==> src/rtl/core/kpd_pkg.sv <==
// ---------------------------------------------------------------------------
// Keypad scanner package
// Shared widths, the scan encoder, the character table and the running-best
// word that is passed along the row of count cells.
// ---------------------------------------------------------------------------
package kpd_pkg;

  // Window length in ticks and number of key codes (code 0 is "no key").
  localparam int WINDOW_LEN = 3;
  localparam int KEY_CODES  = 13;

  // Field widths fixed by the interface.
  localparam int MATRIX_W = 12;
  localparam int CODE_W   = 4;
  localparam int CHAR_W   = 7;
  localparam int THR_W    = 2;

  // Counter width: a count can reach the window length.
  localparam int CNT_W = $clog2(WINDOW_LEN + 1);
  // Width used to compare a count against the threshold.
  localparam int CMP_W = (CNT_W > THR_W) ? CNT_W : THR_W;

  // Number of matrix bits that can yield a valid key code.
  localparam int SCAN_BITS = (KEY_CODES - 1 < MATRIX_W) ? (KEY_CODES - 1) : MATRIX_W;

  // Threshold after reset.
  localparam logic [THR_W-1:0] THR_RESET = THR_W'(2);

  // ASCII codes of the key legends.
  localparam logic [CHAR_W-1:0] CHAR_NONE  = 7'h00;
  localparam logic [CHAR_W-1:0] CHAR_0     = 7'h30;
  localparam logic [CHAR_W-1:0] CHAR_1     = 7'h31;
  localparam logic [CHAR_W-1:0] CHAR_2     = 7'h32;
  localparam logic [CHAR_W-1:0] CHAR_3     = 7'h33;
  localparam logic [CHAR_W-1:0] CHAR_4     = 7'h34;
  localparam logic [CHAR_W-1:0] CHAR_5     = 7'h35;
  localparam logic [CHAR_W-1:0] CHAR_6     = 7'h36;
  localparam logic [CHAR_W-1:0] CHAR_7     = 7'h37;
  localparam logic [CHAR_W-1:0] CHAR_8     = 7'h38;
  localparam logic [CHAR_W-1:0] CHAR_9     = 7'h39;
  localparam logic [CHAR_W-1:0] CHAR_STAR  = 7'h2A;
  localparam logic [CHAR_W-1:0] CHAR_HASH  = 7'h23;

  // Running best passed from one count cell to the next.
  typedef struct packed {
    logic [CODE_W-1:0] idx;
    logic [CNT_W-1:0]  cnt;
  } best_t;

  // Priority encoder: the lowest set bit gives the key code, 0 for none.
  function automatic logic [CODE_W-1:0] scan_code(input logic [MATRIX_W-1:0] m);
    logic [CODE_W-1:0] code;
    code = '0;
    for (int b = SCAN_BITS - 1; b >= 0; b--) begin
      if (m[b]) begin
        code = CODE_W'(b + 1);
      end
    end
    return code;
  endfunction

  // Legend of each key, column-major with row 1 first.
  function automatic logic [CHAR_W-1:0] key_char(input logic [CODE_W-1:0] code);
    logic [CHAR_W-1:0] ch;
    unique case (code)
      4'd1:    ch = CHAR_1;
      4'd2:    ch = CHAR_4;
      4'd3:    ch = CHAR_7;
      4'd4:    ch = CHAR_STAR;
      4'd5:    ch = CHAR_2;
      4'd6:    ch = CHAR_5;
      4'd7:    ch = CHAR_8;
      4'd8:    ch = CHAR_0;
      4'd9:    ch = CHAR_3;
      4'd10:   ch = CHAR_6;
      4'd11:   ch = CHAR_9;
      4'd12:   ch = CHAR_HASH;
      default: ch = CHAR_NONE;
    endcase
    return ch;
  endfunction

endpackage

==> src/rtl/core/keypad_scan_majority_debounce.sv <==
// ---------------------------------------------------------------------------
// Keypad scan with majority debounce
// Scans a 4x3 switch matrix, keeps a sliding window of key codes and
// reports the debounced key, its legend, a press event and the raw code.
// ---------------------------------------------------------------------------
// Usage:
//   Input channel: one switch-matrix word per tick on in_switch_matrix,
//   taken at a clock edge where in_valid is high and in_stall is low.
//   Output channel: one result word per input word, offered with out_valid
//   and taken where out_stall is low.
//   Configuration: cfg_we writes cfg_wdata into the press threshold; write
//   it only while no word is in flight.
//   Pipeline: two register stages, the window and count cells, then the
//   output register; a word in the window stage moves on to the output
//   register once that register is free or being taken.
//   Throughput: one word per cycle while out_stall is low; the window shift,
//   count update and argmax along the row of count cells all happen in the window stage.
//   Reset: the window holds "no key", the threshold is 2, no key is held and
//   the output is empty.
//   Stall: while out_stall holds a result, the next word waits in the
//   window stage and in_stall rises only once that stage is also full.
// ---------------------------------------------------------------------------
module keypad_scan_majority_debounce (
  input  logic                         clk,
  input  logic                         rst_n,
  input  logic                         cfg_we,
  input  logic [kpd_pkg::THR_W-1:0]    cfg_wdata,
  input  logic                         in_valid,
  output logic                         in_stall,
  input  logic [kpd_pkg::MATRIX_W-1:0] in_switch_matrix,
  output logic                         out_valid,
  input  logic                         out_stall,
  output logic [kpd_pkg::CODE_W-1:0]   out_stable_key,
  output logic [kpd_pkg::CHAR_W-1:0]   out_stable_char,
  output logic                         out_press_event,
  output logic [kpd_pkg::CODE_W-1:0]   out_raw_key
);
  import kpd_pkg::*;

  logic [THR_W-1:0]  thr_val_r;
  logic              s1_valid_r;
  logic              s1_valid_nxt;
  logic [CODE_W-1:0] s1_raw_r;
  logic              out_valid_r;
  logic              out_valid_nxt;
  logic              key_held_r;
  logic              key_held_nxt;
  logic [CODE_W-1:0] out_stable_key_r;
  logic [CHAR_W-1:0] out_stable_char_r;
  logic              out_press_event_r;
  logic [CODE_W-1:0] out_raw_key_r;

  logic              in_acc;
  logic              s1_adv;
  logic [CODE_W-1:0] raw_code;
  logic [CODE_W-1:0] win_q [WINDOW_LEN+1];
  best_t             best_w [KEY_CODES+1];
  logic [CODE_W-1:0] stable_key;
  logic              press_ev;

  // Handshake: the window stage moves on whenever the output slot is free or being taken.
  assign s1_adv   = s1_valid_r && (!out_valid_r || !out_stall);
  assign in_stall = s1_valid_r && !s1_adv;
  assign in_acc   = in_valid && !in_stall;

  assign raw_code = scan_code(in_switch_matrix);

  // Threshold register.
  always_ff @(posedge clk) begin
    if (!rst_n) begin
      thr_val_r <= THR_RESET;
    end else if (cfg_we) begin
      thr_val_r <= cfg_wdata;
    end
  end

  // Window row: the youngest slot takes the scanned code.
  assign win_q[WINDOW_LEN] = raw_code;

  for (genvar k = 0; k < WINDOW_LEN; k++) begin : g_win
    kpd_win_cell u_win (
      .clk      (clk),
      .rst_n    (rst_n),
      .load     (in_acc),
      .code_in  (win_q[k+1]),
      .code_out (win_q[k])
    );
  end

  // Count row: every cell sees the leaving and the entering code, and the
  // running best ripples from code 0 upwards.
  assign best_w[0] = '{idx: '0, cnt: '0};

  for (genvar i = 0; i < KEY_CODES; i++) begin : g_cnt
    kpd_cnt_cell u_cnt (
      .clk      (clk),
      .rst_n    (rst_n),
      .upd      (in_acc),
      .cell_idx (CODE_W'(i)),
      .oldest   (win_q[0]),
      .raw      (raw_code),
      .best_in  (best_w[i]),
      .best_out (best_w[i+1])
    );
  end

  // Debounced key and press edge for the word in the window stage.
  always_comb begin
    stable_key = '0;
    if (CMP_W'(best_w[KEY_CODES].cnt) >= CMP_W'(thr_val_r)) begin
      stable_key = best_w[KEY_CODES].idx;
    end
    press_ev     = 1'b0;
    key_held_nxt = key_held_r;
    if (s1_adv) begin
      if (stable_key == '0) begin
        key_held_nxt = 1'b0;
      end else if (!key_held_r) begin
        key_held_nxt = 1'b1;
        press_ev     = 1'b1;
      end
    end
  end

  // Stage valid flags.
  always_comb begin
    s1_valid_nxt  = in_acc ? 1'b1 : (s1_adv ? 1'b0 : s1_valid_r);
    out_valid_nxt = s1_adv ? 1'b1 : (out_valid_r && out_stall);
  end

  // Control registers.
  always_ff @(posedge clk) begin
    if (!rst_n) begin
      s1_valid_r  <= 1'b0;
      out_valid_r <= 1'b0;
      key_held_r  <= 1'b0;
    end else begin
      s1_valid_r  <= s1_valid_nxt;
      out_valid_r <= out_valid_nxt;
      key_held_r  <= key_held_nxt;
    end
  end

  // Payload registers.
  always_ff @(posedge clk) begin
    if (in_acc) begin
      s1_raw_r <= raw_code;
    end
    if (s1_adv) begin
      out_stable_key_r  <= stable_key;
      out_stable_char_r <= key_char(stable_key);
      out_press_event_r <= press_ev;
      out_raw_key_r     <= s1_raw_r;
    end
  end

  assign out_valid       = out_valid_r;
  assign out_stable_key  = out_stable_key_r;
  assign out_stable_char = out_stable_char_r;
  assign out_press_event = out_press_event_r;
  assign out_raw_key     = out_raw_key_r;

`ifndef SYNTHESIS
  // A press event always names a key and leaves it held.
  a_event_has_key: assert property (@(posedge clk) disable iff (!rst_n)
    out_valid_r && out_press_event_r |-> (out_stable_key_r != '0) && key_held_r)
    else $error("press event without a held key");

  // The legend is blank exactly when no key is debounced.
  a_char_matches: assert property (@(posedge clk) disable iff (!rst_n)
    out_valid_r |-> ((out_stable_char_r == CHAR_NONE) == (out_stable_key_r == '0)))
    else $error("legend and key code disagree");

  // Scanned codes stay within the key range.
  a_raw_range: assert property (@(posedge clk) disable iff (!rst_n)
    out_valid_r |-> (out_raw_key_r < CODE_W'(KEY_CODES)))
    else $error("raw key code out of range");

  // A word blocked in the window stage keeps its raw code.
  a_s1_hold: assert property (@(posedge clk) disable iff (!rst_n)
    s1_valid_r && !s1_adv |=> s1_valid_r && $stable(s1_raw_r))
    else $error("window stage lost a blocked word");

  // A held key cannot raise a second event on the next word.
  a_no_double_event: assert property (@(posedge clk) disable iff (!rst_n)
    s1_adv && key_held_r |-> !press_ev)
    else $error("second press event while key held");
`endif

endmodule

==> src/rtl/core/kpd_win_cell.sv <==
// ---------------------------------------------------------------------------
// Keypad window cell
// One slot of the sliding code window. On each accepted word the slot takes
// the code of its younger neighbour, so the window shifts by one place.
// ---------------------------------------------------------------------------
module kpd_win_cell (
  input  logic                      clk,
  input  logic                      rst_n,
  input  logic                      load,
  input  logic [kpd_pkg::CODE_W-1:0] code_in,
  output logic [kpd_pkg::CODE_W-1:0] code_out
);
  import kpd_pkg::*;

  logic [CODE_W-1:0] code_r;
  logic [CODE_W-1:0] code_nxt;

  // Take the neighbour's code when the window moves.
  always_comb begin
    code_nxt = load ? code_in : code_r;
  end

  // The window starts full of "no key".
  always_ff @(posedge clk) begin
    if (!rst_n) begin
      code_r <= '0;
    end else begin
      code_r <= code_nxt;
    end
  end

  assign code_out = code_r;

endmodule

==> src/rtl/core/kpd_cnt_cell.sv <==
// ---------------------------------------------------------------------------
// Keypad count cell
// Holds the window occurrence count of one key code. Updates it when a word
// is accepted and passes the running largest count on to the next cell.
// ---------------------------------------------------------------------------
module kpd_cnt_cell (
  input  logic                      clk,
  input  logic                      rst_n,
  input  logic                      upd,
  input  logic [kpd_pkg::CODE_W-1:0] cell_idx,
  input  logic [kpd_pkg::CODE_W-1:0] oldest,
  input  logic [kpd_pkg::CODE_W-1:0] raw,
  input  kpd_pkg::best_t            best_in,
  output kpd_pkg::best_t            best_out
);
  import kpd_pkg::*;

  logic [CNT_W-1:0] cnt_r;
  logic [CNT_W-1:0] cnt_nxt;
  logic [CNT_W-1:0] cnt_dec;

  // The oldest code leaves first, then the new code enters.
  always_comb begin
    cnt_dec = cnt_r;
    if ((oldest == cell_idx) && (cnt_r != '0)) begin
      cnt_dec = cnt_r - CNT_W'(1);
    end
    cnt_nxt = cnt_dec;
    if ((raw == cell_idx) && (cnt_dec < CNT_W'(WINDOW_LEN))) begin
      cnt_nxt = cnt_dec + CNT_W'(1);
    end
  end

  // At reset the whole window counts as "no key".
  always_ff @(posedge clk) begin
    if (!rst_n) begin
      cnt_r <= (cell_idx == '0) ? CNT_W'(WINDOW_LEN) : '0;
    end else if (upd) begin
      cnt_r <= cnt_nxt;
    end
  end

  // Strictly larger wins, so the lowest code keeps a tie.
  always_comb begin
    best_out = best_in;
    if (cnt_r > best_in.cnt) begin
      best_out.idx = cell_idx;
      best_out.cnt = cnt_r;
    end
  end

endmodule

==> config.mk <==
export PLATFORM = sky130hd
export DESIGN_NAME = keypad_scan_majority_debounce
export DESIGN_NICKNAME = d
export VERILOG_FILES = /design/src/rtl/core/kpd_pkg.sv /design/src/rtl/core/keypad_scan_majority_debounce.sv /design/src/rtl/core/kpd_win_cell.sv /design/src/rtl/core/kpd_cnt_cell.sv
export SDC_FILE = /design/constraint.sdc
export NUM_CORES = 1
export LEC_CHECK = 0
export BUFFER_PORTS_ARGS = -buffer_cell sky130_fd_sc_hd__clkbuf_2
export CORE_MARGIN = 10
export CORE_UTILIZATION = 45
export CTS_CLUSTER_DIAMETER = 50
export DETAILED_ROUTE_END_ITERATION = 12
export GPL_TIMING_DRIVEN = 0
export SYNTH_ARGS = -nofsm -noshare
export SYNTH_HDL_FRONTEND = slang
export SYNTH_SLANG_ARGS = --single-unit
==> constraint.sdc <==
create_clock -name clk -period 13.1 [get_ports clk]
set_input_delay 1.31 -clock clk [delete_from_list [all_inputs] [get_ports clk]]
set_output_delay 1.31 -clock clk [all_outputs]
set_load 0.005 [all_outputs]
Word level (Yosys, flattened, before mapping)
Memory sizes are Yosys's and may differ from the RTL's. A register that Yosys moved wholly into a read port is not among the register bits.
Index checks and enable logic that the tools add are counted.
{"block": "word_totals", "inputBits": 19, "out_inout_bits": 18, "elab_cells": 212, "rom_bits": 96, "n_memories": 1, "register_bits": 63}
{"name": "(name not given)", "depth": 16, "word_bits": 6, "read_ports": 1, "rd_clocked_by_memory_dff": 1, "write_ports": 0, "line": "kpd_pkg.sv:65", "rtl": "unique case (code)"}
{"block": "op_classes", "n_lt_le_gt_ge": 27, "n_reduce_logical": 52, "addsub": 26, "n_mux": 57, "eq_ne": 24}
{"cell": "$mux 4", "n": 15}
{"cell": "$mux 2", "n": 27}
{"cell": "$eq 4x4->1 const B", "n": 10}
{"cell": "$eq 4x3->1 const B", "n": 8}
{"cell": "$logic_and 1x1->1", "n": 30}
{"cell": "$mux 6", "n": 5}
{"cell": "$reduce_bool 2->1", "n": 14}
{"cell": "$add 2x1->2 const B", "n": 13}
{"cell": "$lt 2x2->1 const B", "n": 13}
{"cell": "$sub 2x1->2 const B", "n": 13}
{"cell": "$gt 2x2->1", "n": 12}
{"cell": "$mux 5", "n": 4}
{"cell": "$eq 4x2->1 const B", "n": 4}
{"cell": "$logic_not 4->1", "n": 3}
{"cell": "$eq 4x1->1 const B", "n": 2}
{"cell": "$mux 1", "n": 5}
{"cell": "$logic_not 1->1", "n": 4}
{"cell": "$mux 3", "n": 1}
{"cell": "$ge 2x2->1", "n": 1}
{"cell": "$gt 2x1->1 const B", "n": 1}
{"cell": "$logic_or 1x1->1", "n": 1}

Longest topological paths before layout
Gate-level depths: netlist (run 1).
{"block": "logic_depth", "ltp_word": 30, "depth_mapped": 75, "ltp_nobuf": 75}

Hierarchy
From an unflattened synthesis (run 1), not the netlist that was laid out.
{"block": "unflattened", "hier_cells": 727, "hier_area_um2": 6652.6}
{"module": "kpd_cnt_cell", "area_per_inst_um2": 385.4, "cells_each": 45, "seq_area_each_um2": 60.1, "n_inst": 13}
{"module": "keypad_scan_majority_debounce", "area_per_inst_um2": 1173.6, "cells_each": 103, "seq_area_each_um2": 670.6, "n_inst": 1}
{"module": "kpd_win_cell", "area_per_inst_um2": 156.4, "cells_each": 13, "seq_area_each_um2": 80.1, "n_inst": 3}

Worst setup path after synthesis (run 1)
Ideal clock, no wire load.
{"block": "synth_path", "path_type": "flip-flop to flip-flop", "start": "reg g_cnt[0].u_cnt.cnt_r[0]", "end": "reg out_stable_char_r[0], in the netlist out_stable_char[0] (data pin)", "required_time_ns": 12.828, "path_slack_ns": 1.004, "arrival_time_ns": 11.823, "path_buffers": 0, "stages_incl_launch_ff": 76, "synth_period_minus_slack_ns": 12.096, "setup_ns": 0.272, "cell_sequence": "dfxtp_1 > inv_1 > ha_1 > inv_1 > nand2_1 > ha_1 > o21ba_2 > o211a_1 > or2_2 > ha_1 > nand2b_1 > and2_1 > nor2_1 > a21oi_1 > ha_1 > nand2b_1 > and2_1 > nand2_1 > [40 not listed] > nand2_1 > nor2_1 > a21oi_1 > a31o_2 > ha_1 > inv_1 > o22a_1 > a211oi_1 > a211oi_1 > ha_1 > nand2b_1 > a21oi_1 > nor2_1 > nand3_1 > ha_1 > o21a_1 > a21oi_1 > o22ai_1"}
{"block": "synth_between", "elab_chain_len": 28}
{"item": "start: declaration", "line": "kpd_cnt_cell.sv:18", "rtl": "logic [CNT_W-1:0] cnt_r;"}
{"item": "start signal: assignment", "line": "kpd_cnt_cell.sv:37", "rtl": "cnt_r <= (cell_idx == '0) ? CNT_W'(WINDOW_LEN) : '0;"}
{"item": "start signal: assignment", "line": "kpd_cnt_cell.sv:39", "rtl": "cnt_r <= cnt_nxt;"}
{"item": "$gt 2x1->1", "line": "kpd_cnt_cell.sv:46", "rtl": "if (cnt_r > best_in.cnt) begin"}
{"item": "$mux 2 (*)", "line": "kpd_cnt_cell.sv:46"}
{"item": "$gt 2x2->1", "line": "kpd_cnt_cell.sv:46"}
{"item": "$mux 3 (*)", "line": "kpd_cnt_cell.sv:46"}
{"item": "$gt 2x2->1", "line": "kpd_cnt_cell.sv:46"}
{"item": "$mux 4 (*)", "line": "kpd_cnt_cell.sv:46"}
{"item": "$gt 2x2->1", "line": "kpd_cnt_cell.sv:46"}
{"item": "$mux 4 (*)", "line": "kpd_cnt_cell.sv:46"}
{"item": "[12 not listed]"}
{"item": "$gt 2x2->1", "line": "kpd_cnt_cell.sv:46"}
{"item": "$mux 6 (*)", "line": "kpd_cnt_cell.sv:46"}
{"item": "$gt 2x2->1", "line": "kpd_cnt_cell.sv:46"}
{"item": "$mux 6 (*)", "line": "kpd_cnt_cell.sv:46"}
{"item": "$gt 2x2->1", "line": "kpd_cnt_cell.sv:46"}
{"item": "$mux 6 (*)", "line": "kpd_cnt_cell.sv:46"}
{"item": "$ge 2x2->1", "line": "keypad_scan_majority_debounce.sv:110", "rtl": "if (CMP_W'(best_w[KEY_CODES].cnt) >= CMP_W'(thr_val_r)) begin"}
{"item": "$mux 4 (*)", "line": "keypad_scan_majority_debounce.sv:110"}
{"item": "end: declaration", "line": "keypad_scan_majority_debounce.sv:49", "rtl": "logic [CHAR_W-1:0] out_stable_char_r;"}
Every way passes the cells marked *; elsewhere a longest branch is shown, timed or not.
A chain may end at the register's enable or synchronous reset.

Worst setup path after layout (run 1)
{"block": "layout_path", "start": "reg g_cnt[0].u_cnt.cnt_r[0]", "end": "reg out_stable_char_r[3], in the netlist out_stable_char[3] (data pin)"}
{"block": "layout_between", "elab_chain_len": 28}
{"item": "$gt 2x1->1", "line": "kpd_cnt_cell.sv:46"}
{"item": "$mux 2 (*)", "line": "kpd_cnt_cell.sv:46"}
{"item": "$gt 2x2->1", "line": "kpd_cnt_cell.sv:46"}
{"item": "$mux 3 (*)", "line": "kpd_cnt_cell.sv:46"}
{"item": "$gt 2x2->1", "line": "kpd_cnt_cell.sv:46"}
{"item": "$mux 4 (*)", "line": "kpd_cnt_cell.sv:46"}
{"item": "$gt 2x2->1", "line": "kpd_cnt_cell.sv:46"}
{"item": "$mux 4 (*)", "line": "kpd_cnt_cell.sv:46"}
{"item": "[13 not listed]"}
{"item": "$mux 6 (*)", "line": "kpd_cnt_cell.sv:46"}
{"item": "$gt 2x2->1", "line": "kpd_cnt_cell.sv:46"}
{"item": "$mux 6 (*)", "line": "kpd_cnt_cell.sv:46"}
{"item": "$gt 2x2->1", "line": "kpd_cnt_cell.sv:46"}
{"item": "$mux 6 (*)", "line": "kpd_cnt_cell.sv:46"}
{"item": "$ge 2x2->1", "line": "keypad_scan_majority_debounce.sv:110"}
{"item": "$mux 4 (*)", "line": "keypad_scan_majority_debounce.sv:110"}
{"item": "via stable_key[1]", "line": "keypad_scan_majority_debounce.sv:58", "rtl": "logic [CODE_W-1:0] stable_key;"}
The timed path passes the listed nets; every way through them passes the cells marked *.

==> impl_metrics.yaml, run 1 <==
die:
  core_area_sq_um: 10750
  die_x_um: 124.2
  fp.dieH_um: 124.2
  pin_count: 37
  row_count: 38
  starting_density_pct: 45.51
  fp.dieArea_sq_um: 15440
cells_and_area:
  finish.net_count: 726
  final_util_pct: 54.26
  post_route_cells_drive_above_1_share_pct: 21.43
  antenna_cells_inserted: 0
  synthToLayoutAreaGrowth_pct: 19.24
sta:
  finalSetupViolations: 0
  max_freq_ghz: 0.07982
  final_min_period_over_clock_period_pct: 95.63
  fin_setup_tns_ns: 0
  minimum_period_implied_by_the_final_worst_setup_slack_ns: 12.53
  finalHoldViolCount: 0
  slew_viol_final: 0
  timing.max_slew.rel_slack_pct: 38.06
  tightest_slew_ns: 0.9238
  timing.clock.skew_ns: 0.008237
synthesis:
  synth.top_cells.by_count: "ha_1, nand2_1, a21oi_1"
  async_flop_share_pct: 0
  postSynthNetCount: 661
  syn_area_sq_um: 4890
  synth-warning-count: 0
  seq_area_frac_synth_pct: 29.27
  synth_top_cell_area_share_pct: 17.60
  synthDistinctLibCells: 69
  yosys_reg_bits: 62
  synth_enable_flop_cells: 19
  netlist.top_cell.by_area: "dfxtp_1"
  syn_inst: 574
  syn-mean-instance-area_sq_um: 8.519
  post_synth_main_area_contributors: "dfxtp_1, ha_1, edfxtp_1, a21oi_1, mux2i_1"
  yosys.cell_count.top_type: "ha_1"
  synth_ff_type: "dfxtp_1"
worst_setup_path:
  critPathRequiredTime_ns: 13.19
  critical_path.top_delay_family: "adder cells"
  setup.worst_path.start: "g_cnt[0].u_cnt.cnt_r[0]$_SDFFE_PN1P_"
  cp_max_fo: 5
  timing.critical_path.from_type: "flop"
  timing.critical_path.to_type: "flop"
  worstSetupPathType: "reg2reg"
  critical_path.n_buffers_inverters: 8
  worst_r2r_startpoint: "g_cnt[0].u_cnt.cnt_r[0]$_SDFFE_PN1P_"
  critical-path-top-cell-by-count: "ha_1"
  timing.critical_path.slowest_cell_delay_ns: 0.38
  timing.critical_path.arrival_ns: 12.62
  worst_path_max_delay_cell: "dfxtp_4"
power_and_ir_drop:
  ir_worst_vdd_v: 0.00007545
  power-per-cell-area_nw_per_um2: 135.7
  p_leak_nw: 2.512
grt:
  wire_length_of_the_first_global_routing_pass_mm: 20.23
  globalRouteOverflowTotal: 0
  grt_start_max_net_pins: 18
  number_of_global_route_vias_before_repair: 4046
  global_routing_usage_summed_across_all_routing_layers_pct: 15.52
  number_of_antenna_violations_at_the_first_check_in_global_routing: 0
clocking:
  clock_path_buffers: 2
  cts.sink_count: 62
  clock_tree.root_cell: "clkbuf_8"
  cts_htree_levels: 3
  cts_buffer_count: 9
  cts_tree: "yes"
  clk_latency_ns: 0.35
  clk_transition_reported_paths_ns: 0.08
route:
  wl_per_cell_um: 16.29
  detail_route.vias_per_cell: 5.557
  finalWirelength_mm: 12.77
  firstDrtPassIters: 5
  antenna_violating_nets_post_route: 0
  initialDrtViolationCount: 283
  vias: 4357
  remaining_drcs: 0
place:
  io_buffer_count: 32
  place.detailed.hpwl_mm: 9.789
  global_placer_s_final_weighted_congestion: 0.8346
min_path:
  worstHoldPathType: "reg2reg"
  min-delay-start: "s1_raw_r[2]$_DFFE_PP_"
run:
  drv_cap: 0
run_status:
  outcome: "finished clean"
[layout by cell type (no fill, tap or decap), types with 3 or more instances in the layout]
cell and n:
o21bai_2 7, a21oi_1 48, xnor2_1 17, clkbuf_1 14
dfxtp_1 42, inv_6 3, nor2_2 3, mux2i_1 24
and2_1 4, nand2_2 6, or2_2 6, mux2_2 5
a31oi_1 4, edfxtp_1 19, clkbuf_8 9, nand2b_1 16
a21o_1 3, o21ai_0 17, o211ai_1 6, nand3_1 8
ha_2 3, nor3_1 22, or3_1 8, a211oi_1 4
o211a_1 4, clkbuf_2 32, and3_1 3, nor2_1 43
inv_1 44, ha_1 65, o31ai_1 3, buf_4 23
nand2_1 53
[sequential cells by signal, summed over array words and instances (netlist names)]
name and count:
out_valid 1, out_press_event 1, g_cnt.u_cnt.cnt_r 26, out_stable_char 6, out_stable_key 4, s1_valid_r 1
s1_raw_r 4, g_win.u_win.code_out 12, out_raw_key 4, thr_val_r 2, key_held_r 1
[metrics by stage]
| stage | cells | worst slack [ns] | hold slack, ns | area (sq um) | total power [W] |
|---|---|---|---|---|---|
| CTS | 767 | 0.009226 | 0.4133 | 5570 | 0.0007427 |
| floorplan | 574 | 1.004 | 0.4003 | 4890 | 0.0004441 |
| detailed placement | 746 | -0.8280 | 0.4057 | 5229 | 0.0005144 |
| finish | 784 | 0.5726 | 0.4144 | 5831 | 0.0007911 |
| global placement | 746 | -0.5365 | 0.4008 | 5225 | 0.0005042 |
| global route | 784 | -0.2757 | 0.4242 | 5831 | 0.0008492 |
[routing by layer]
metal  track usage (%)  wire (um)  share of wire (%)  up-vias
met5                 0          0                  0        -
met4             3.907        115               0.90        0
met3             3.191        567                4.4       11
met2             26.49       6416                 50       86
met1             19.40       5668                 44     2088
li1                  -          -                  -     2172
[kinds of logic after synthesis]
logic type,count (synthesis),share of synthesized area [%]
fa+ha+maj,68,17.40
simple gates,196,19.91
other cells,1,0.07669
flops,62,29.27
buf+inv,63,4.964
compound gates,135,18.60
xor+xnor,19,3.403
mux,30,6.371
[repair_timing]
item	4_1_cts	5_1_grt
endpoints found under the hold margin	0	0
pin swaps	5	17
buffers inserted	5	17
hold buffers	0	0
gates resized for setup	12	37
endpoints found under the setup margin	12	12
[worst paths after layout]
| kind | to | slack (ns) | depth (start not counted) |
|---|---|---|---|
| hold / removal | out_raw_key[2]$_DFFE_PP_ | 0.41 | 0 |
| hold reg to reg | out_raw_key[2]$_DFFE_PP_ | 0.41 | 0 |
| setup reg to reg | out_stable_char[3]$_DFFE_PP_ | 0.57 | 75 |
| setup / recovery | out_stable_char[3]$_DFFE_PP_ | 0.57 | 75 |
[cell type report]
cell class	instances	area, sq um
Buffer	18	73.82
Sequential cell	62	1435
Fill cell	1029	4915
Tap cell	140	175.2
Inverter	45	168.9
Clock inverter	6	97.59
Clock buffer	10	148.9
Timing Repair Buffer	54	325.3
Multi-Input combinational cell	449	3406
[worst register-to-register path, delay by kind of cell, from the launching register on]
kind / cells / cell delay (ns)
buffers and inverters: 8 / 0.82
AOI/OAI and AO/OA: 22 / 3.32
and+or+nand+nor: 28 / 3.06
DFF: 1 / 0.38
muxes: 2 / 0.73
adders and majority gates: 15 / 4.00
[report_power, final]
part	switching [W]	leakage (nW)	internal [W]
registers	0.00000799	0.533	0.000225
logic	0.000188	1.85	0.000160
clock network	0.0000881	0.125	0.000122
Power figures use the tool's default switching activity.
==> run 2, diff against run 1 <==
--- a/config.mk
+++ b/config.mk
@@ -11,6 +11,7 @@
 export CTS_CLUSTER_DIAMETER = 50
 export DETAILED_ROUTE_END_ITERATION = 12
 export GPL_TIMING_DRIVEN = 0
+export REMOVE_ABC_BUFFERS = 1
 export SYNTH_ARGS = -nofsm -noshare
 export SYNTH_HDL_FRONTEND = slang
 export SYNTH_SLANG_ARGS = --single-unit
==> impl_metrics.yaml, run 2 (synthesis results as in run 1) <==
cells_and_area:
  post_route_cells_drive_above_1_share_pct: 21.53
  layout.cells.most_common_list: "ha_1, nand2_1, a21oi_1, nor2_1, inv_1"
  number_of_fillers_in_the_final_layout: 1031
  sequential_cell_area_sq_um: 1435
  synthToLayoutAreaGrowth_pct: 17.66
  finish.net_count: 709
  max_flop_register: "g_cnt.u_cnt.cnt_r"
  number_of_flip_flops_under_the_largest_register_name: 26
  area_of_the_multi_input_gates_sq_um: 3428
  antenna_cells_inserted: 0
  layout_commonest_cell: "ha_1"
sta:
  max_freq_ghz: 0.08023
  finalHoldViolCount: 0
  timing.max_slew.rel_slack_pct: 29.67
  timing.clock.skew_ns: 0.01184
  tightest_slew_ns: 1.052
  final_min_period_over_clock_period_pct: 95.14
  finalSetupViolations: 0
  slew_viol_final: 0
  fin_setup_tns_ns: 0
  minimum_period_implied_by_the_final_worst_setup_slack_ns: 12.46
clocking:
  clock_path_buffers: 2
  clk_latency_ns: 0.38
  cts.sink_count: 62
  clock_tree.root_cell: "clkbuf_8"
  clk_transition_reported_paths_ns: 0.07
  cts_tree: "yes"
  cts_buffer_count: 9
  cts_htree_levels: 3
worst_setup_path:
  critical-path-top-cell-by-count: "ha_1"
  worstSetupPathType: "reg2reg"
  critPathRequiredTime_ns: 13.20
  timing.critical_path.arrival_ns: 12.56
  timing.critical_path.from_type: "flop"
  timing.critical_path.to_type: "flop"
  timing.critical_path.slowest_cell_delay_ns: 0.38
  worst_path_max_delay_cell: "dfxtp_4"
  cp_max_fo: 5
grt:
  number_of_global_route_vias_before_repair: 4013
  globalRouteOverflowTotal: 0
  grt_start_max_net_pins: 51
  number_of_antenna_violations_at_the_first_check_in_global_routing: 0
  global_routing_usage_summed_across_all_routing_layers_pct: 15.11
  wire_length_of_the_first_global_routing_pass_mm: 19.42
route:
  detail_route.vias_per_cell: 5.482
  vias: 4205
  firstDrtPassIters: 4
  wl_per_cell_um: 15.57
  antenna_violating_nets_post_route: 0
  finalWirelength_mm: 11.94
  initialDrtViolationCount: 216
  remaining_drcs: 0
die:
  fp.dieH_um: 124.2
  die_x_um: 124.2
  row_count: 38
  core_area_sq_um: 10750
  pin_count: 37
  fp.dieArea_sq_um: 15440
  starting_density_pct: 45.51
power_and_ir_drop:
  ir_worst_vdd_v: 0.00008892
  p_leak_nw: 2.464
  power_w: 0.0007837
  power-per-cell-area_nw_per_um2: 136.2
min_path:
  worstHoldPathType: "reg2reg"
run_status:
  outcome: "finished clean"
place:
  place.detailed.hpwl_mm: 8.688
  io_buffer_count: 35
  global_placer_s_final_weighted_congestion: 0.8385
run:
  drv_cap: 0
## run 2: cell types whose count changed in the layout (fill, tap and decap cells not counted), moves of 2 or more
| cell | change |
|---|---|
| buf_2 | -2 |
| clkbuf_1 | -14 |
| clkinv_1 | +2 |
| buf_4 | -3 |
| clkinvlp_4 | +2 |
| clkbuf_2 | +3 |
## run 2: through the flow
step | hold slack, ns | area (sq um) | worst slack (ns) | cells | util [%]
after floorplan | 0.4003 | 4816 | 1.004 | 556 | -
after global placement | 0.4010 | 5166 | -0.7072 | 731 | 48.08
after detailed placement | 0.4057 | 5170 | -1.011 | 731 | 48.11
after CTS | 0.4294 | 5469 | 0.008937 | 750 | 50.90
after global routing | 0.4303 | 5753 | -0.1304 | 767 | 53.54
final | 0.4294 | 5753 | 0.6362 | 767 | 53.54
## run 2: repair_timing
item,4_1_cts,5_1_grt
setup buffers,3,17
hold buffers,0,0
endpoints found under the setup margin,12,12
pin swaps,3,18
gates resized for setup,12,39
## run 2: layer usage
| layer | GRT usage, % | up-vias | part of all wire [%] |
|---|---|---|---|
| li1 | - | 2149 | - |
| met1 | 17.66 | 1997 | 45 |
| met2 | 26.15 | 47 | 50 |
| met3 | 2.936 | 12 | 2.9 |
| met4 | 6.580 | 0 | 1.7 |
| met5 | 0 | - | 0 |
## run 2: path summary, 6_finish.rpt
path,startpoint,to,slack [ns],cells after the start
worst max-delay path,g_cnt[0].u_cnt.cnt_r[0]$_SDFFE_PN1P_,out_stable_char[1]$_DFFE_PP_,0.64,72
worst min-delay path,s1_raw_r[2]$_DFFE_PP_,out_raw_key[2]$_DFFE_PP_,0.43,0
worst max register to register,g_cnt[0].u_cnt.cnt_r[0]$_SDFFE_PN1P_,out_stable_char[1]$_DFFE_PP_,0.64,72
worst min register to register,s1_raw_r[2]$_DFFE_PP_,out_raw_key[2]$_DFFE_PP_,0.43,0
## run 2: area by class of cell
class	instances	area share, %
multi-input cells	449	59.59
flip-flops and latches	62	24.95
repair buffers	55	5.655
well taps	140	3.045
inverters	45	2.936
clock buffers	9	2.153
clock inverters	7	1.675
## run 2: critical path: cells and delay by family (launching register included)
family,cells,cell delay (ns)
AO/OA/AOI/OAI,21,3.37
adder cells (fa/ha/maj),15,3.78
buffers and inverters,6,0.54
flip-flops,1,0.38
multiplexers,3,0.87
AND/OR/NAND/NOR,27,3.20
## run 2: power by group
part           internal, W  switching, W
sequential        0.000225    0.00000747
combinational     0.000167      0.000189
clock             0.000108     0.0000884
==> run 3, diff against run 2 <==
--- a/config.mk
+++ b/config.mk
@@ -6,6 +6,7 @@
 export NUM_CORES = 1
 export LEC_CHECK = 0
 export BUFFER_PORTS_ARGS = -buffer_cell sky130_fd_sc_hd__clkbuf_2
+export CORE_ASPECT_RATIO = 1.5
 export CORE_MARGIN = 10
 export CORE_UTILIZATION = 45
 export CTS_CLUSTER_DIAMETER = 50
==> impl_metrics.yaml, run 3 (synthesis results as in run 1) <==
grt:
  wire_length_of_the_first_global_routing_pass_mm: 19.78
  grt_start_max_net_pins: 35
  number_of_antenna_violations_at_the_first_check_in_global_routing: 0
  number_of_global_route_vias_before_repair: 4151
  global_routing_usage_summed_across_all_routing_layers_pct: 15.55
  globalRouteOverflowTotal: 0
place:
  io_buffer_count: 35
  place.detailed.hpwl_mm: 9.329
  dpl.cell_count: 737
  dpl_worst_slack_ns: -0.7854
  global_placer_s_final_weighted_congestion: 0.8807
route:
  wl_per_cell_um: 16.06
  vias: 4281
  remaining_drcs: 0
  finalWirelength_mm: 12.43
  antenna_violating_nets_post_route: 0
  firstDrtPassIters: 5
  detail_route.vias_per_cell: 5.531
  initialDrtViolationCount: 140
clocking:
  clock_tree.root_cell: "clkbuf_16"
  clk_transition_reported_paths_ns: 0.06
  cts.sink_count: 62
  clk_latency_ns: 0.34
  clock_path_buffers: 2
  cts_tree: "yes"
  cts_buffer_count: 9
  cts_htree_levels: 3
min_path:
  min-delay-start: "s1_raw_r[2]$_DFFE_PP_"
  worstHoldPathType: "reg2reg"
  timing.hold.worst_endpoint: "out_raw_key[2]$_DFFE_PP_"
  min_path_cells: 0
cells_and_area:
  layout.cells.most_common_list: "ha_1, nand2_1, a21oi_1, nor2_1"
  finish.net_count: 712
  post_layout_nonfiller_instances: 774
  antenna_cells_inserted: 0
  final_util_pct: 55.86
  number_of_flip_flops_under_the_largest_register_name: 26
  number_of_fillers_in_the_final_layout: 982
  post_route_cells_drive_above_1_share_pct: 22.86
  synthToLayoutAreaGrowth_pct: 20.98
  layout_commonest_cell: "ha_1"
  max_flop_register: "g_cnt.u_cnt.cnt_r"
die:
  fp.dieArea_sq_um: 15520
  fp.dieH_um: 147.7
  row_count: 46
  core_area_sq_um: 10590
  starting_density_pct: 46.17
  die_x_um: 105.1
  pin_count: 37
worst_setup_path:
  timing.critical_path.slowest_cell_delay_ns: 0.37
  timing.critical_path.from_type: "flop"
  worst_path_max_delay_cell: "dfxtp_4"
  timing.critical_path.to_type: "flop"
  worstSetupPathType: "reg2reg"
  timing.critical_path.arrival_ns: 12.45
  worstRegToRegCells: 73
  worstReg2RegEnd: "out_stable_char[1]$_DFFE_PP_"
  critPathRequiredTime_ns: 13.15
  r2r_setup_slack_ns: 0.71
  cp_max_fo: 8
  critical-path-top-cell-by-count: "ha_1"
  worst_r2r_startpoint: "g_cnt[0].u_cnt.cnt_r[0]$_SDFFE_PN1P_"
run:
  drv_cap: 0
sta:
  setup_slack_after_layout_ns: 0.7081
  max_freq_ghz: 0.08070
  timing.max_slew.rel_slack_pct: 28.42
  timing.clock.skew_ns: 0.006778
  minimum_period_implied_by_the_final_worst_setup_slack_ns: 12.39
  finalHoldViolCount: 0
  tightest_slew_ns: 1.071
  final_min_period_over_clock_period_pct: 94.60
  finalSetupViolations: 0
  slew_viol_final: 0
power_and_ir_drop:
  internal_power_w: 0.0005385
  netSwitchingFraction_pct: 35.51
  part_of_the_power_in_combinational_logic_pct: 43.4
  p_leak_nw: 2.544
  power.switching_w: 0.0002964
  pwr-share-clk_pct: 28.8
  power.share.sequential_pct: 27.9
  power-per-cell-area_nw_per_um2: 141.1
  ir_worst_vdd_v: 0.00007214
run_status:
  outcome: "finished clean"
==> run 3: cell count changes in the layout (fill, tap and decap cells not counted), moves of 2 or more <==
cell	delta
clkinv_1	-2
inv_2	+2
inv_6	-2
clkinv_4	+3
bufinv_16	-2
a21oi_4	+2
clkbuf_16	+10
clkbuf_8	-8
a21oi_2	-2
==> run 3: power by group through the flow <==
stage	clock (W)	sequential [W]	combinational, W
CTS	0.000245	0.000233	0.000294
global placement	0	0.000236	0.000266
finish	0.000240	0.000233	0.000362
global route	0.000252	0.000234	0.000404
floorplan	0	0.000236	0.000205
detailed placement	0	0.000237	0.000277
==> run 3: worst max-delay path by stage <==
stage | from | cells after the start | endpoint | slack, ns
finish | g_cnt[0].u_cnt.cnt_r[0]$_SDFFE_PN1P_ | 73 | out_stable_char[1]$_DFFE_PP_ | 0.71
global route | g_cnt[0].u_cnt.cnt_r[0]$_SDFFE_PN1P_ | 74 | out_stable_char[1]$_DFFE_PP_ | -0.19
CTS | g_cnt[0].u_cnt.cnt_r[0]$_SDFFE_PN1P_ | 75 | out_stable_char[1]$_DFFE_PP_ | 0.02
detailed placement | g_cnt[0].u_cnt.cnt_r[0]$_SDFFE_PN1P_ | 74 | out_stable_char[1]$_DFFE_PP_ | -0.79
global placement | g_cnt[0].u_cnt.cnt_r[0]$_SDFFE_PN1P_ | 72 | out_stable_char[0]$_DFFE_PP_ | -0.59
floorplan | g_cnt[0].u_cnt.cnt_r[0]$_SDFFE_PN1P_ | 75 | out_stable_char[0]$_DFFE_PP_ | 1.00
==> run 3: metrics by stage <==
| step | total power, W | area [sq um] | setup TNS [ns] | hold slack [ns] |
|---|---|---|---|---|
| 2_1_floorplan | 0.0004410 | 4816 | 0 | 0.4003 |
| 3_3_place_gp | 0.0005021 | 5171 | -4.456 | 0.4021 |
| 3_5_place_dp | 0.0005138 | 5206 | -6.462 | 0.4045 |
| 4_1_cts | 0.0007718 | 5577 | 0 | 0.4182 |
| 5_1_grt | 0.0008909 | 5916 | -0.7207 | 0.4333 |
| 6_report | 0.0008349 | 5916 | 0 | 0.4172 |
==> run 3: layout make-up <==
type | count | area [sq um] | area share (%)
tap | 144 | 180.2 | 3.046
sequential | 62 | 1435 | 24.26
clock buffer | 11 | 264.0 | 4.463
clock inverter | 5 | 41.29 | 0.6980
timing repair buffer | 58 | 371.6 | 6.282
multi-input combinational | 449 | 3455 | 58.40
inverter | 45 | 168.9 | 2.855
==> run 3: repair_timing <==
item,in CTS,in global routing
pin swaps,3,17
hold endpoints to repair,0,0
endpoints found under the setup margin,12,12
buffers inserted,3,18
hold buffers,0,0
resized for setup,10,51
==> run 3: worst max-delay path, delay by kind of cell (launching register included) <==
kind                     cells  cell delay, ns
AND/OR/NAND/NOR             27            3.08
AO/OA/AOI/OAI               21            3.35
flip-flops                   1            0.37
buffers and inverters        7            0.62
adder cells (fa/ha/maj)     15            3.88
multiplexers                 3            0.86
==> run 3: layer usage <==
| layer | global-route usage, % | wire [um] | vias to the layer above |
|---|---|---|---|
| li1 | - | - | 2154 |
| met1 | 16.08 | 4758 | 2032 |
| met2 | 29.55 | 6952 | 70 |
| met3 | 3.046 | 411 | 25 |
| met4 | 6.405 | 305 | 0 |
| met5 | 0 | 0 | - |
